$ cat src/sv/mmpd_pkg.sv
// Shared constants, codes and payload types for the min/max pixel decimator.
// No dependencies; every other file of the block imports this package.
package mmpd_pkg;

   localparam int TIME_BITS   = 32;
   localparam int SAMPLE_BITS = 16;
   localparam int MAX_PIXELS  = 4096;

   // Register field widths.
   localparam int SHIFT_BITS = 5;
   localparam int PIX_BITS   = 13;

   localparam logic [PIX_BITS-1:0] MAX_PIX_CODE     = PIX_BITS'(MAX_PIXELS);
   localparam logic [PIX_BITS-1:0] PIX_COUNT_RESET  = PIX_BITS'(1024);

   // Configuration port.
   localparam int CSR_DATA_BITS = 32;
   localparam int CSR_ADDR_BITS = 4;
   localparam logic [1:0] REG_WINDOW_START = 2'd0;
   localparam logic [1:0] REG_PIXEL_SHIFT  = 2'd1;
   localparam logic [1:0] REG_PIXEL_COUNT  = 2'd2;

   // Points made by one sample, in output order.
   localparam int NUM_SLOTS = 4;
   localparam int SLOT_HELD = 0;
   localparam int SLOT_MIN  = 1;
   localparam int SLOT_MAX  = 2;
   localparam int SLOT_RAW  = 3;

   typedef struct packed {
      logic [TIME_BITS-1:0]  window_start;
      logic [SHIFT_BITS-1:0] pixel_shift;
      logic [PIX_BITS-1:0]   pixel_count;
   } cfg_type;

   typedef struct packed {
      logic [TIME_BITS-1:0]          sample_time;
      logic signed [SAMPLE_BITS-1:0] sample_value;
      logic                          is_final;
   } sample_type;

   typedef struct packed {
      logic [TIME_BITS-1:0]          point_time;
      logic signed [SAMPLE_BITS-1:0] point_value;
      logic signed [SAMPLE_BITS-1:0] range_low;
      logic signed [SAMPLE_BITS-1:0] range_high;
      logic                          end_of_record;
   } point_type;

   typedef struct packed {
      logic [NUM_SLOTS-1:0]             mask;
      point_type [NUM_SLOTS-1:0]        slot;
   } bundle_type;

endpackage

$ cat src/sv/mmpd_req_if.sv
// Sample channel of the min/max pixel decimator: valid, ready and one sample beat.
// Depends on mmpd_pkg for the field widths.
interface mmpd_req_if import mmpd_pkg::*; ();
   logic                          valid;
   logic                          ready;
   logic [TIME_BITS-1:0]          sample_time;
   logic signed [SAMPLE_BITS-1:0] sample_value;
   logic                          is_final;

   modport source (output valid, output sample_time, output sample_value,
                   output is_final, input ready);
   modport sink   (input valid, input sample_time, input sample_value,
                   input is_final, output ready);
endinterface

$ cat src/sv/mmpd_rsp_if.sv
// Point channel of the min/max pixel decimator: valid, ready and one point beat.
// Depends on mmpd_pkg for the field widths.
interface mmpd_rsp_if import mmpd_pkg::*; ();
   logic                          valid;
   logic                          ready;
   logic [TIME_BITS-1:0]          point_time;
   logic signed [SAMPLE_BITS-1:0] point_value;
   logic signed [SAMPLE_BITS-1:0] range_low;
   logic signed [SAMPLE_BITS-1:0] range_high;
   logic                          end_of_record;

   modport source (output valid, output point_time, output point_value,
                   output range_low, output range_high, output end_of_record,
                   input ready);
   modport sink   (input valid, input point_time, input point_value,
                   input range_low, input range_high, input end_of_record,
                   output ready);
endinterface

$ cat src/sv/mmpd_csr.sv
// Configuration registers of the min/max pixel decimator behind an APB-style port.
// Depends on mmpd_pkg for register codes and the cfg_type bundle.
module mmpd_csr import mmpd_pkg::*; (
   input  logic                     clock,
   input  logic                     reset,
   input  logic                     psel,
   input  logic                     penable,
   input  logic                     pwrite,
   input  logic [CSR_ADDR_BITS-1:0] paddr,
   input  logic [CSR_DATA_BITS-1:0] pwdata,
   output logic [CSR_DATA_BITS-1:0] prdata,
   output logic                     pready,
   output cfg_type                  cfg
);

   cfg_type    cfg_ff;
   logic       write_en;
   logic [1:0] reg_index;

   assign pready    = 1'b1;
   assign write_en  = psel && penable && pwrite;
   assign reg_index = paddr[CSR_ADDR_BITS-1:2];
   assign cfg       = cfg_ff;

   always_ff @(posedge clock) begin
      if (reset) begin
         cfg_ff.window_start <= '0;
         cfg_ff.pixel_shift  <= '0;
         cfg_ff.pixel_count  <= PIX_COUNT_RESET;
      end else if (write_en) begin
         case (reg_index)
            REG_WINDOW_START: cfg_ff.window_start <= pwdata[TIME_BITS-1:0];
            REG_PIXEL_SHIFT:  cfg_ff.pixel_shift  <= pwdata[SHIFT_BITS-1:0];
            REG_PIXEL_COUNT:  cfg_ff.pixel_count  <= pwdata[PIX_BITS-1:0];
            default: begin
            end
         endcase
      end
   end

   always_comb begin
      case (reg_index)
         REG_WINDOW_START: prdata = CSR_DATA_BITS'(cfg_ff.window_start);
         REG_PIXEL_SHIFT:  prdata = CSR_DATA_BITS'(cfg_ff.pixel_shift);
         REG_PIXEL_COUNT:  prdata = CSR_DATA_BITS'(cfg_ff.pixel_count);
         default:          prdata = '0;
      endcase
   end

endmodule

$ cat src/sv/mmpd_step.sv
// Record state of the min/max pixel decimator and the single-pass logic that
// turns one sample into up to four points. Depends on mmpd_pkg.
module mmpd_step import mmpd_pkg::*; (
   input  logic       clock,
   input  logic       reset,
   input  cfg_type    cfg,
   input  sample_type sample,
   input  logic       advance,
   output bundle_type bundle
);

   localparam logic [1:0] BUCKET_EMPTY = 2'd0;
   localparam logic [1:0] BUCKET_ONE   = 2'd1;
   localparam logic [1:0] BUCKET_MANY  = 2'd2;

   logic [PIX_BITS-1:0]           current_pixel_ff, current_pixel_in;
   logic [1:0]                    bucket_count_ff, bucket_count_in;
   logic signed [SAMPLE_BITS-1:0] bucket_min_ff, bucket_min_in;
   logic signed [SAMPLE_BITS-1:0] bucket_max_ff, bucket_max_in;
   logic [TIME_BITS-1:0]          single_time_ff, single_time_in;
   logic [TIME_BITS-1:0]          held_time_ff, held_time_in;
   logic signed [SAMPLE_BITS-1:0] held_value_ff, held_value_in;
   logic                          held_valid_ff, held_valid_in;
   logic signed [SAMPLE_BITS-1:0] running_low_ff, running_low_in;
   logic signed [SAMPLE_BITS-1:0] running_high_ff, running_high_in;
   logic                          emitted_any_ff, emitted_any_in;
   logic                          window_done_ff, window_done_in;

   logic [PIX_BITS-1:0]           pix_limit;
   logic                          before_window;
   logic [TIME_BITS-1:0]          pixel_full;
   logic                          past_window;
   logic                          new_pixel;
   logic [TIME_BITS-1:0]          left_edge;
   logic                          bucket_open;
   logic signed [SAMPLE_BITS-1:0] flush_low, flush_high;
   logic signed [SAMPLE_BITS-1:0] post_low, post_high;
   logic                          do_held, do_flush, do_raw, raw_eor, do_clear;

   assign pix_limit     = (cfg.pixel_count > MAX_PIX_CODE) ? MAX_PIX_CODE : cfg.pixel_count;
   assign before_window = sample.sample_time < cfg.window_start;
   assign pixel_full    = (sample.sample_time - cfg.window_start) >> cfg.pixel_shift;
   assign bucket_open   = bucket_count_ff != BUCKET_EMPTY;

   // A sample before the window only reaches here with a pixel open; it joins that pixel.
   assign past_window = before_window ? (current_pixel_ff >= pix_limit)
                                      : (pixel_full >= TIME_BITS'(pix_limit));
   assign new_pixel   = !before_window && (pixel_full != TIME_BITS'(current_pixel_ff));
   assign left_edge   = cfg.window_start + (TIME_BITS'(current_pixel_ff) << cfg.pixel_shift);

   assign flush_low  = (!emitted_any_ff || bucket_min_ff < running_low_ff)
                       ? bucket_min_ff : running_low_ff;
   assign flush_high = (!emitted_any_ff || bucket_max_ff > running_high_ff)
                       ? bucket_max_ff : running_high_ff;
   assign post_low   = bucket_open ? flush_low  : running_low_ff;
   assign post_high  = bucket_open ? flush_high : running_high_ff;

   always_comb begin
      do_held  = 1'b0;
      do_flush = 1'b0;
      do_raw   = 1'b0;
      raw_eor  = 1'b0;
      do_clear = 1'b0;

      current_pixel_in = current_pixel_ff;
      bucket_count_in  = bucket_count_ff;
      bucket_min_in    = bucket_min_ff;
      bucket_max_in    = bucket_max_ff;
      single_time_in   = single_time_ff;
      held_time_in     = held_time_ff;
      held_value_in    = held_value_ff;
      held_valid_in    = held_valid_ff;
      running_low_in   = running_low_ff;
      running_high_in  = running_high_ff;
      emitted_any_in   = emitted_any_ff;
      window_done_in   = window_done_ff;

      if (window_done_ff) begin
         do_clear = sample.is_final;
      end else if (before_window && !bucket_open) begin
         if (sample.is_final) begin
            do_held  = 1'b1;
            do_raw   = 1'b1;
            raw_eor  = 1'b1;
            do_clear = 1'b1;
         end else begin
            held_time_in  = sample.sample_time;
            held_value_in = sample.sample_value;
            held_valid_in = 1'b1;
         end
      end else if (past_window) begin
         do_held         = 1'b1;
         do_flush        = bucket_open;
         do_raw          = 1'b1;
         raw_eor         = sample.is_final;
         do_clear        = sample.is_final;
         window_done_in  = 1'b1;
         bucket_count_in = BUCKET_EMPTY;
      end else begin
         do_held = 1'b1;
         if (sample.is_final) begin
            do_flush = bucket_open;
            do_raw   = 1'b1;
            raw_eor  = 1'b1;
            do_clear = 1'b1;
         end else begin
            do_flush = bucket_open && new_pixel;
            if (bucket_open && !new_pixel) begin
               bucket_count_in = BUCKET_MANY;
               if (sample.sample_value < bucket_min_ff) bucket_min_in = sample.sample_value;
               if (sample.sample_value > bucket_max_ff) bucket_max_in = sample.sample_value;
            end else begin
               bucket_count_in  = BUCKET_ONE;
               bucket_min_in    = sample.sample_value;
               bucket_max_in    = sample.sample_value;
               single_time_in   = sample.sample_time;
               current_pixel_in = pixel_full[PIX_BITS-1:0];
            end
         end
      end

      if (do_held) held_valid_in = 1'b0;
      if (do_flush) begin
         running_low_in  = flush_low;
         running_high_in = flush_high;
         emitted_any_in  = 1'b1;
      end

      // The final sample ends the record: everything returns to the reset state.
      if (do_clear) begin
         current_pixel_in = '0;
         bucket_count_in  = BUCKET_EMPTY;
         bucket_min_in    = '0;
         bucket_max_in    = '0;
         single_time_in   = '0;
         held_time_in     = '0;
         held_value_in    = '0;
         held_valid_in    = 1'b0;
         running_low_in   = '0;
         running_high_in  = '0;
         emitted_any_in   = 1'b0;
         window_done_in   = 1'b0;
      end
   end

   always_comb begin
      bundle.mask[SLOT_HELD] = do_held && held_valid_ff;
      bundle.mask[SLOT_MIN]  = do_flush;
      bundle.mask[SLOT_MAX]  = do_flush && (bucket_count_ff == BUCKET_MANY);
      bundle.mask[SLOT_RAW]  = do_raw;

      bundle.slot[SLOT_HELD] = '{point_time: held_time_ff, point_value: held_value_ff,
                                 range_low: running_low_ff, range_high: running_high_ff,
                                 end_of_record: 1'b0};
      bundle.slot[SLOT_MIN]  = '{point_time: (bucket_count_ff == BUCKET_ONE)
                                             ? single_time_ff : left_edge,
                                 point_value: bucket_min_ff,
                                 range_low: flush_low, range_high: flush_high,
                                 end_of_record: 1'b0};
      bundle.slot[SLOT_MAX]  = '{point_time: left_edge, point_value: bucket_max_ff,
                                 range_low: flush_low, range_high: flush_high,
                                 end_of_record: 1'b0};
      bundle.slot[SLOT_RAW]  = '{point_time: sample.sample_time,
                                 point_value: sample.sample_value,
                                 range_low: post_low, range_high: post_high,
                                 end_of_record: raw_eor};
   end

   always_ff @(posedge clock) begin
      if (reset) begin
         current_pixel_ff <= '0;
         bucket_count_ff  <= BUCKET_EMPTY;
         bucket_min_ff    <= '0;
         bucket_max_ff    <= '0;
         single_time_ff   <= '0;
         held_time_ff     <= '0;
         held_value_ff    <= '0;
         held_valid_ff    <= 1'b0;
         running_low_ff   <= '0;
         running_high_ff  <= '0;
         emitted_any_ff   <= 1'b0;
         window_done_ff   <= 1'b0;
      end else if (advance) begin
         current_pixel_ff <= current_pixel_in;
         bucket_count_ff  <= bucket_count_in;
         bucket_min_ff    <= bucket_min_in;
         bucket_max_ff    <= bucket_max_in;
         single_time_ff   <= single_time_in;
         held_time_ff     <= held_time_in;
         held_value_ff    <= held_value_in;
         held_valid_ff    <= held_valid_in;
         running_low_ff   <= running_low_in;
         running_high_ff  <= running_high_in;
         emitted_any_ff   <= emitted_any_in;
         window_done_ff   <= window_done_in;
      end
   end

   // Once the closing point is out, no pixel or held sample may remain.
   a_done_is_drained: assert property (@(posedge clock) disable iff (reset)
      window_done_ff |-> (bucket_count_ff == BUCKET_EMPTY) && !held_valid_ff)
      else $error("window closed with a pixel or held sample still pending");

   // The range reads zero until the first pixel has closed.
   a_range_zero_until_flush: assert property (@(posedge clock) disable iff (reset)
      !emitted_any_ff |-> (running_low_ff == '0) && (running_high_ff == '0))
      else $error("range moved before any pixel closed");

   // A maximum point is only ever paired with its minimum point.
   a_max_needs_min: assert property (@(posedge clock) disable iff (reset)
      bundle.mask[SLOT_MAX] |-> bundle.mask[SLOT_MIN])
      else $error("maximum point without a minimum point");

endmodule

$ cat src/sv/minmax_pixel_decimator_top.sv
// Top level of the min/max pixel decimator: sample register, point drain and ports.
// Depends on mmpd_pkg, mmpd_req_if, mmpd_rsp_if, mmpd_csr and mmpd_step.
//
//   Channel   Kind            Direction  Beat
//   req_bus   valid/ready     in         sample_time, sample_value, is_final
//   rsp_bus   valid/ready     out        point_time, point_value, range_low,
//                                        range_high, end_of_record
//   psel...   APB-style       in/out     window_start @0, pixel_shift @4,
//                                        pixel_count @8
//
// A sample waits in the input register, where the single-pass step logic
// turns it into zero to four points and updates the record state in the same cycle.
// A sample that makes no point leaves at once, so such samples stream at one per cycle.
// A sample that makes points waits until the point register is free; its points then
// leave one beat each as rsp_bus takes them; the point register is the rate limit.
// Reset is synchronous and active high; there is no clearing pass.
// Stalls on rsp_bus fill the point register first and then the input register, after
// which req_bus.ready drops.
module minmax_pixel_decimator_top import mmpd_pkg::*; (
   input  logic                     clock,
   input  logic                     reset,
   mmpd_req_if.sink                 req_bus,
   mmpd_rsp_if.source               rsp_bus,
   input  logic                     psel,
   input  logic                     penable,
   input  logic                     pwrite,
   input  logic [CSR_ADDR_BITS-1:0] paddr,
   input  logic [CSR_DATA_BITS-1:0] pwdata,
   output logic [CSR_DATA_BITS-1:0] prdata,
   output logic                     pready
);

   cfg_type    cfg;
   bundle_type step_out;

   // Input register: one sample waiting for the step logic.
   logic       in_valid_ff;
   sample_type in_item_ff;

   // Point register: the points of one sample, released lowest slot first.
   logic [NUM_SLOTS-1:0] pending_ff, pending_in;
   point_type [NUM_SLOTS-1:0] slot_ff;

   logic                 req_fire;
   logic                 rsp_fire;
   logic [NUM_SLOTS-1:0] take_mask;
   logic [1:0]           take_index;
   logic                 bundle_free;
   logic                 advance;
   logic                 load_bundle;

   mmpd_csr u_csr (
      .clock   (clock),
      .reset   (reset),
      .psel    (psel),
      .penable (penable),
      .pwrite  (pwrite),
      .paddr   (paddr),
      .pwdata  (pwdata),
      .prdata  (prdata),
      .pready  (pready),
      .cfg     (cfg)
   );

   mmpd_step u_step (
      .clock   (clock),
      .reset   (reset),
      .cfg     (cfg),
      .sample  (in_item_ff),
      .advance (advance),
      .bundle  (step_out)
   );

   // The lowest pending slot goes out first; that keeps the held, min, max, raw order.
   assign take_mask = pending_ff & (~pending_ff + NUM_SLOTS'(1));

   always_comb begin
      if (pending_ff[SLOT_HELD]) begin
         take_index = 2'(SLOT_HELD);
      end else if (pending_ff[SLOT_MIN]) begin
         take_index = 2'(SLOT_MIN);
      end else if (pending_ff[SLOT_MAX]) begin
         take_index = 2'(SLOT_MAX);
      end else begin
         take_index = 2'(SLOT_RAW);
      end
   end

   assign rsp_fire = rsp_bus.valid && rsp_bus.ready;
   assign req_fire = req_bus.valid && req_bus.ready;

   // The point register can take new points when it is empty or its last one leaves now.
   assign bundle_free = (pending_ff == '0) || (rsp_fire && (pending_ff == take_mask));
   assign advance     = in_valid_ff && ((step_out.mask == '0) || bundle_free);
   assign load_bundle = advance && (step_out.mask != '0);

   assign req_bus.ready = !in_valid_ff || advance;

   always_comb begin
      if (load_bundle) begin
         pending_in = step_out.mask;
      end else if (rsp_fire) begin
         pending_in = pending_ff & ~take_mask;
      end else begin
         pending_in = pending_ff;
      end
   end

   always_ff @(posedge clock) begin
      if (reset) begin
         in_valid_ff <= 1'b0;
         pending_ff  <= '0;
      end else begin
         if (req_fire) begin
            in_valid_ff <= 1'b1;
         end else if (advance) begin
            in_valid_ff <= 1'b0;
         end
         pending_ff <= pending_in;
      end
   end

   always_ff @(posedge clock) begin
      if (req_fire) begin
         in_item_ff.sample_time  <= req_bus.sample_time;
         in_item_ff.sample_value <= req_bus.sample_value;
         in_item_ff.is_final     <= req_bus.is_final;
      end
      if (load_bundle) begin
         slot_ff <= step_out.slot;
      end
   end

   assign rsp_bus.valid         = pending_ff != '0;
   assign rsp_bus.point_time    = slot_ff[take_index].point_time;
   assign rsp_bus.point_value   = slot_ff[take_index].point_value;
   assign rsp_bus.range_low     = slot_ff[take_index].range_low;
   assign rsp_bus.range_high    = slot_ff[take_index].range_high;
   assign rsp_bus.end_of_record = slot_ff[take_index].end_of_record;

   // The record's last point is the last point its sample made.
   a_eor_closes_bundle: assert property (@(posedge clock) disable iff (reset)
      rsp_fire && rsp_bus.end_of_record |=> (pending_ff == '0) || $past(load_bundle))
      else $error("points of the same sample follow the end of record");

   // New points never overwrite points that have not all gone out.
   a_no_overwrite: assert property (@(posedge clock) disable iff (reset)
      load_bundle |=> $past(pending_ff == '0) || $past(rsp_fire))
      else $error("point register reloaded while points were pending");

endmodule
$ cat src/flat_wrapper.sv
// flat-port wrapper written by rule: the top's interface ports become plain ports
module minmax_pixel_decimator_top_flat import mmpd_pkg::*;
  (clock, reset, psel, penable, pwrite, paddr, pwdata, prdata, pready, req_bus_valid, req_bus_sample_time, req_bus_sample_value, req_bus_is_final, req_bus_ready, rsp_bus_valid, rsp_bus_point_time, rsp_bus_point_value, rsp_bus_range_low, rsp_bus_range_high, rsp_bus_end_of_record, rsp_bus_ready);
  mmpd_req_if req_bus_i ();
  mmpd_rsp_if rsp_bus_i ();
  input  logic clock;
  input  logic reset;
  input  logic psel;
  input  logic penable;
  input  logic pwrite;
  input  logic [CSR_ADDR_BITS-1:0] paddr;
  input  logic [CSR_DATA_BITS-1:0] pwdata;
  output logic [CSR_DATA_BITS-1:0] prdata;
  output logic pready;
  input wire logic [$bits(req_bus_i.valid)-1:0] req_bus_valid;
  input wire logic [$bits(req_bus_i.sample_time)-1:0] req_bus_sample_time;
  input wire logic [$bits(req_bus_i.sample_value)-1:0] req_bus_sample_value;
  input wire logic [$bits(req_bus_i.is_final)-1:0] req_bus_is_final;
  output wire logic [$bits(req_bus_i.ready)-1:0] req_bus_ready;
  output wire logic [$bits(rsp_bus_i.valid)-1:0] rsp_bus_valid;
  output wire logic [$bits(rsp_bus_i.point_time)-1:0] rsp_bus_point_time;
  output wire logic [$bits(rsp_bus_i.point_value)-1:0] rsp_bus_point_value;
  output wire logic [$bits(rsp_bus_i.range_low)-1:0] rsp_bus_range_low;
  output wire logic [$bits(rsp_bus_i.range_high)-1:0] rsp_bus_range_high;
  output wire logic [$bits(rsp_bus_i.end_of_record)-1:0] rsp_bus_end_of_record;
  input wire logic [$bits(rsp_bus_i.ready)-1:0] rsp_bus_ready;
  assign req_bus_i.valid = req_bus_valid;
  assign req_bus_i.sample_time = req_bus_sample_time;
  assign req_bus_i.sample_value = req_bus_sample_value;
  assign req_bus_i.is_final = req_bus_is_final;
  assign req_bus_ready = req_bus_i.ready;
  assign rsp_bus_valid = rsp_bus_i.valid;
  assign rsp_bus_point_time = rsp_bus_i.point_time;
  assign rsp_bus_point_value = rsp_bus_i.point_value;
  assign rsp_bus_range_low = rsp_bus_i.range_low;
  assign rsp_bus_range_high = rsp_bus_i.range_high;
  assign rsp_bus_end_of_record = rsp_bus_i.end_of_record;
  assign rsp_bus_i.ready = rsp_bus_ready;
  minmax_pixel_decimator_top u_core (.clock(clock), .reset(reset), .req_bus(req_bus_i), .rsp_bus(rsp_bus_i), .psel(psel), .penable(penable), .pwrite(pwrite), .paddr(paddr), .pwdata(pwdata), .prdata(prdata), .pready(pready));
endmodule
$ cat config.mk
export PLATFORM = sky130hd
export DESIGN_NAME = minmax_pixel_decimator_top_flat
export DESIGN_NICKNAME = d
export VERILOG_FILES = /design/src/sv/mmpd_pkg.sv /design/src/sv/mmpd_req_if.sv /design/src/sv/mmpd_rsp_if.sv /design/src/sv/mmpd_csr.sv /design/src/sv/mmpd_step.sv /design/src/sv/minmax_pixel_decimator_top.sv /design/src/flat_wrapper.sv
export SDC_FILE = /design/constraint.sdc
export NUM_CORES = 1
export LEC_CHECK = 0
export BUFFER_PORTS_ARGS = -buffer_cell sky130_fd_sc_hd__buf_2
export CAP_MARGIN = 20
export CELL_PAD_IN_SITES_DETAIL_PLACEMENT = 1
export CELL_PAD_IN_SITES_GLOBAL_PLACEMENT = 1
export CORE_MARGIN = 2
export CORE_UTILIZATION = 25
export DETAILED_ROUTE_END_ITERATION = 10
export PLACE_DENSITY = 0.48
export SLEW_MARGIN = 5
export SYNTH_ARGS = -nofsm -noshare
export SYNTH_HDL_FRONTEND = slang
export SYNTH_SLANG_ARGS = --single-unit
$ cat constraint.sdc
create_clock -name clock -period 24.8 [get_ports clock]
set_input_delay 1.24 -clock clock [delete_from_list [all_inputs] [get_ports clock]]
set_output_delay 1.24 -clock clock [all_outputs]
set_load 0.005 [all_outputs]
==> flow_summary.json <==
{
  "power_frac_comb_pct": 12.7,
  "die-area_um2": 129000,
  "cp.required_ns": 23.56,
  "tritoncts": "yes",
  "drc": 0,
  "status": "completed",
  "htreeDepth": 3,
  "maxSlewHeadroom_pct": 22.4,
  "hp-class": "reg -> reg",
  "holdPathEnd": "u_core.slot_ff[59]",
  "p_total_mw": 2.39,
  "routedWlPerCell_um": 23.1,
  "switchingPower_mw": 0.652,
  "dpl_worst_slack_ns": 15.48,
  "leakage_nw": 14.2,
  "drt-total-wl_um": 118000,
  "cts_max_path_buffers": 3,
  "finalWorstPathRequiredPeriod_ns": 10.08,
  "reg2regPathDepth": 29,
  "clk_pin_slew_ns": 0.05,
  "r2r_slack_ns": 15.45,
  "clock_latency_ns": 0.65,
  "p_int_mw": 1.74,
  "area_delta_synth_final_pct": 16.0,
  "finalHoldViolations": 0,
  "grt-ovfl-total": 0,
  "vias_per_cell": 5.00,
  "ys_seq_area_share_pct": 45.8,
  "cts_sinks": 555,
  "layout-drive-gt1-share_pct": 13.6,
  "min-delay-start": "u_core.u_step.held_time_ff[10]",
  "syn_inst": 3276,
  "synthFlopType": "edfxtp_1",
  "r2r_start": "u_core.u_csr.cfg[21]",
  "synthesis.area_um2": 31600,
  "crit_fanout": 6,
  "portBuffers": 204,
  "postLayoutCellArea_um2": 36700,
  "crit_path_start_kind": "flop",
  "p_seq_share_pct": 44.0,
  "die_h_um": 360,
  "met2_usage_pct": 28.9,
  "rsz0062_at_grt": "false",
  "worstPathArrival_ns": 8.84,
  "synth.top_cell.area_share_pct": 32.1,
  "initialDrtViolationCount": 1437,
  "synthArstFlopShare_pct": 0,
  "totalNegativeSetupSlack_ns": 0,
  "antenna_found_initial": 17,
  "place_congestion": 0.851,
  "cpMostUsedCell": "a21o_1",
  "synth_edf_count": 338,
  "cp-end-kind": "output pin",
  "fin_skew_ns": 0.0304,
  "ctsResizeCount": 0,
  "dp_hpwl_um": 85500,
  "ios": 208,
  "finalSetupViolations": 0,
  "grt_pass1_wl_um": 174000,
  "yosysWarnings": 0,
  "max_freq_ghz": 0.0992,
  "grt_max_degree": 97,
  "worstMarginPinSlew_ns": 1.16,
  "grt_util_met3_pct": 2.40,
  "synth_most_common_cell": "nand2_1",
  "synth_common_cells": "nand2_1 (460), edfxtp_1 (338), mux2i_1 (263), a21oi_1 (248), nor2_1 (229)",
  "drv_cap": 0,
  "drt_first_pass_iters": 5,
  "whs_ns": 0.421,
  "core_area_um2": 126000,
  "p_clk_share_pct": 43.3,
  "drv_slew": 0,
  "ir_worst_vdd_v": 0.0000479,
  "synth.distinct_cells": 101,
  "cts_buffers": 70,
  "postCtsSetupBuffers": 0,
  "cts_hold_buf": 0,
  "synth_area_leaders": "edfxtp_1 (32%), dfxtp_1 (14%), mux2i_1 (8.3%)",
  "grt_most_used_layer": "met2",
  "finalCritPeriodShare_pct": 40.6,
  "cts_root_buf": "clkbuf_16",
  "critPathKind": "reg -> out",
  "p_sw_share_pct": 27.3,
  "placedInstanceArea_um2": 34300,
  "postSynthNetCount": 3522,
  "grt_pass1_vias": 25727,
  "finalNetCount": 3642,
  "synth_top_area_cell": "edfxtp_1",
  "holdPathStages": 0,
  "p_per_area_nw_per_um2": 65.2,
  "fin_ws_ns": 14.72,
  "num_rows": 130,
  "grt_usage_pct": 17.9,
  "syn_avg_cell_area_um2": 9.65,
  "start_util_pct": 25.2,
  "ant_nets": 0,
  "ys_seq_elements": 555,
  "num_vias": 25503,
  "critical-path-slowest-cell": "o311ai_1",
  "met1_usage_pct": 25.2,
  "reg2reg_to": "u_core.in_item_ff[43]",
  "critPathMaxStageDelay_ns": 0.84,
  "die_w_um": 360
}
[critical path: cells and delay by family (launching register included)]
| family | cells | cell delay (ns) |
|---|---|---|
| AO/OA/AOI/OAI | 18 | 5.35 |
| flip-flops | 1 | 0.58 |
| buffers and inverters | 4 | 0.61 |
| adder cells (fa/ha/maj) | 2 | 0.65 |
| AND/OR/NAND/NOR | 5 | 0.98 |
[state kept, by name (all words and copies together), names as in the netlist]
signal                          count
u_core.slot_ff                    289
u_core.u_csr.cfg                   50
u_core.in_item_ff                  49
u_core.u_step.held_time_ff         32
u_core.u_step.single_time_ff       32
u_core.u_step.bucket_max_ff        16
u_core.u_step.bucket_min_ff        16
u_core.u_step.held_value_ff        16
u_core.u_step.running_high_ff      16
u_core.u_step.running_low_ff       16
u_core.u_step.current_pixel_ff     13
u_core.pending_ff                   4
u_core.u_step.bucket_count_ff       2
u_core.in_valid_ff                  1
u_core.u_step.emitted_any_ff        1
u_core.u_step.held_valid_ff         1
u_core.u_step.window_done_ff        1
[power by group through the flow]
stage                     Combinational (mW)  Clock (mW)  Sequential (mW)
after global routing                   0.335        1.11             1.06
after CTS                              0.307        1.07             1.05
after global placement                 0.303           0             1.07
after floorplan                        0.200           0             1.07
after detailed placement               0.305           0             1.07
final                                  0.303        1.03             1.05
[kinds of logic (layout without fill, tap and decap cells)]
kind of cell    count (synthesis)  count (layout)  synth area share, %
simple gates                 1042            1042                 14.8
compound gates                772             772                 16.0
flops                         555             555                 45.8
buf+inv                       381             557                 4.76
mux                           319             319                 11.0
fa+ha+maj                     154             154                 6.14
xor+xnor                       52              52                 1.44
other cells                     1               4               0.0119
[stage by stage]
step | cells | utilization [%]
after floorplan | 3276 | -
after global placement | 4972 | 27.3
after detailed placement | 4972 | 27.3
after CTS | 5100 | 29.1
after global routing | 5102 | 29.2
final | 5105 | 29.2
[per-layer routing]
metal  wire length, um  part of all wire (%)  vias up
li1                  -                     -    12183
met1             57600                    49    12764
met2             53600                    45      440
met3              4420                   3.7      112
met4              2280                   1.9        4
met5                27                 0.023        -
[worst max-delay path by stage]
stage                                      from  cells after the start                  end  slack, ns
after detailed placement   u_core.u_csr.cfg[18]                     29        req_bus_ready      15.48
after CTS                  u_core.u_csr.cfg[18]                     29        req_bus_ready      14.74
after floorplan           u_core.in_item_ff[17]                     29  u_core.slot_ff[100]       6.79
after global routing       u_core.u_csr.cfg[18]                     29        req_bus_ready      14.18
after global placement     u_core.u_csr.cfg[18]                     29        req_bus_ready      15.50
final                      u_core.u_csr.cfg[21]                     29        req_bus_ready      14.72
[placed cells by master (no fill, tap or decap), drive strengths merged, types with 10 or more instances in the layout]
cell / count
nor2b: 23
nand4: 30
xnor2: 39
mux4: 18
xor2: 13
a21oi: 251
and2: 22
nor2: 229
a211oi: 16
o221ai: 11
ha: 152
nand2b: 24
or3: 17
and3: 31
a21o: 51
mux2i: 263
edfxtp: 338
o21ai: 177
buf: 249
mux2: 38
a311oi: 10
o21a: 21
o211ai: 21
o22ai: 16
dfxtp: 217
clkbuf: 101
nand2: 460
inv: 180
a31oi: 24
nand3: 96
nor3: 63
o31ai: 12
clkinv: 20
or2: 16
o32ai: 35
[cell type report]
class | count | area, um^2
clock inverters | 27 | 374
diodes | 3 | 7.51
well taps | 1650 | 2060
multi-input cells | 2340 | 15700
flip-flops and latches | 555 | 14500
clock buffers | 101 | 1950
fillers | 14361 | 88900
repair buffers | 249 | 1400
inverters | 180 | 681
(Power assumes the default switching activity.)
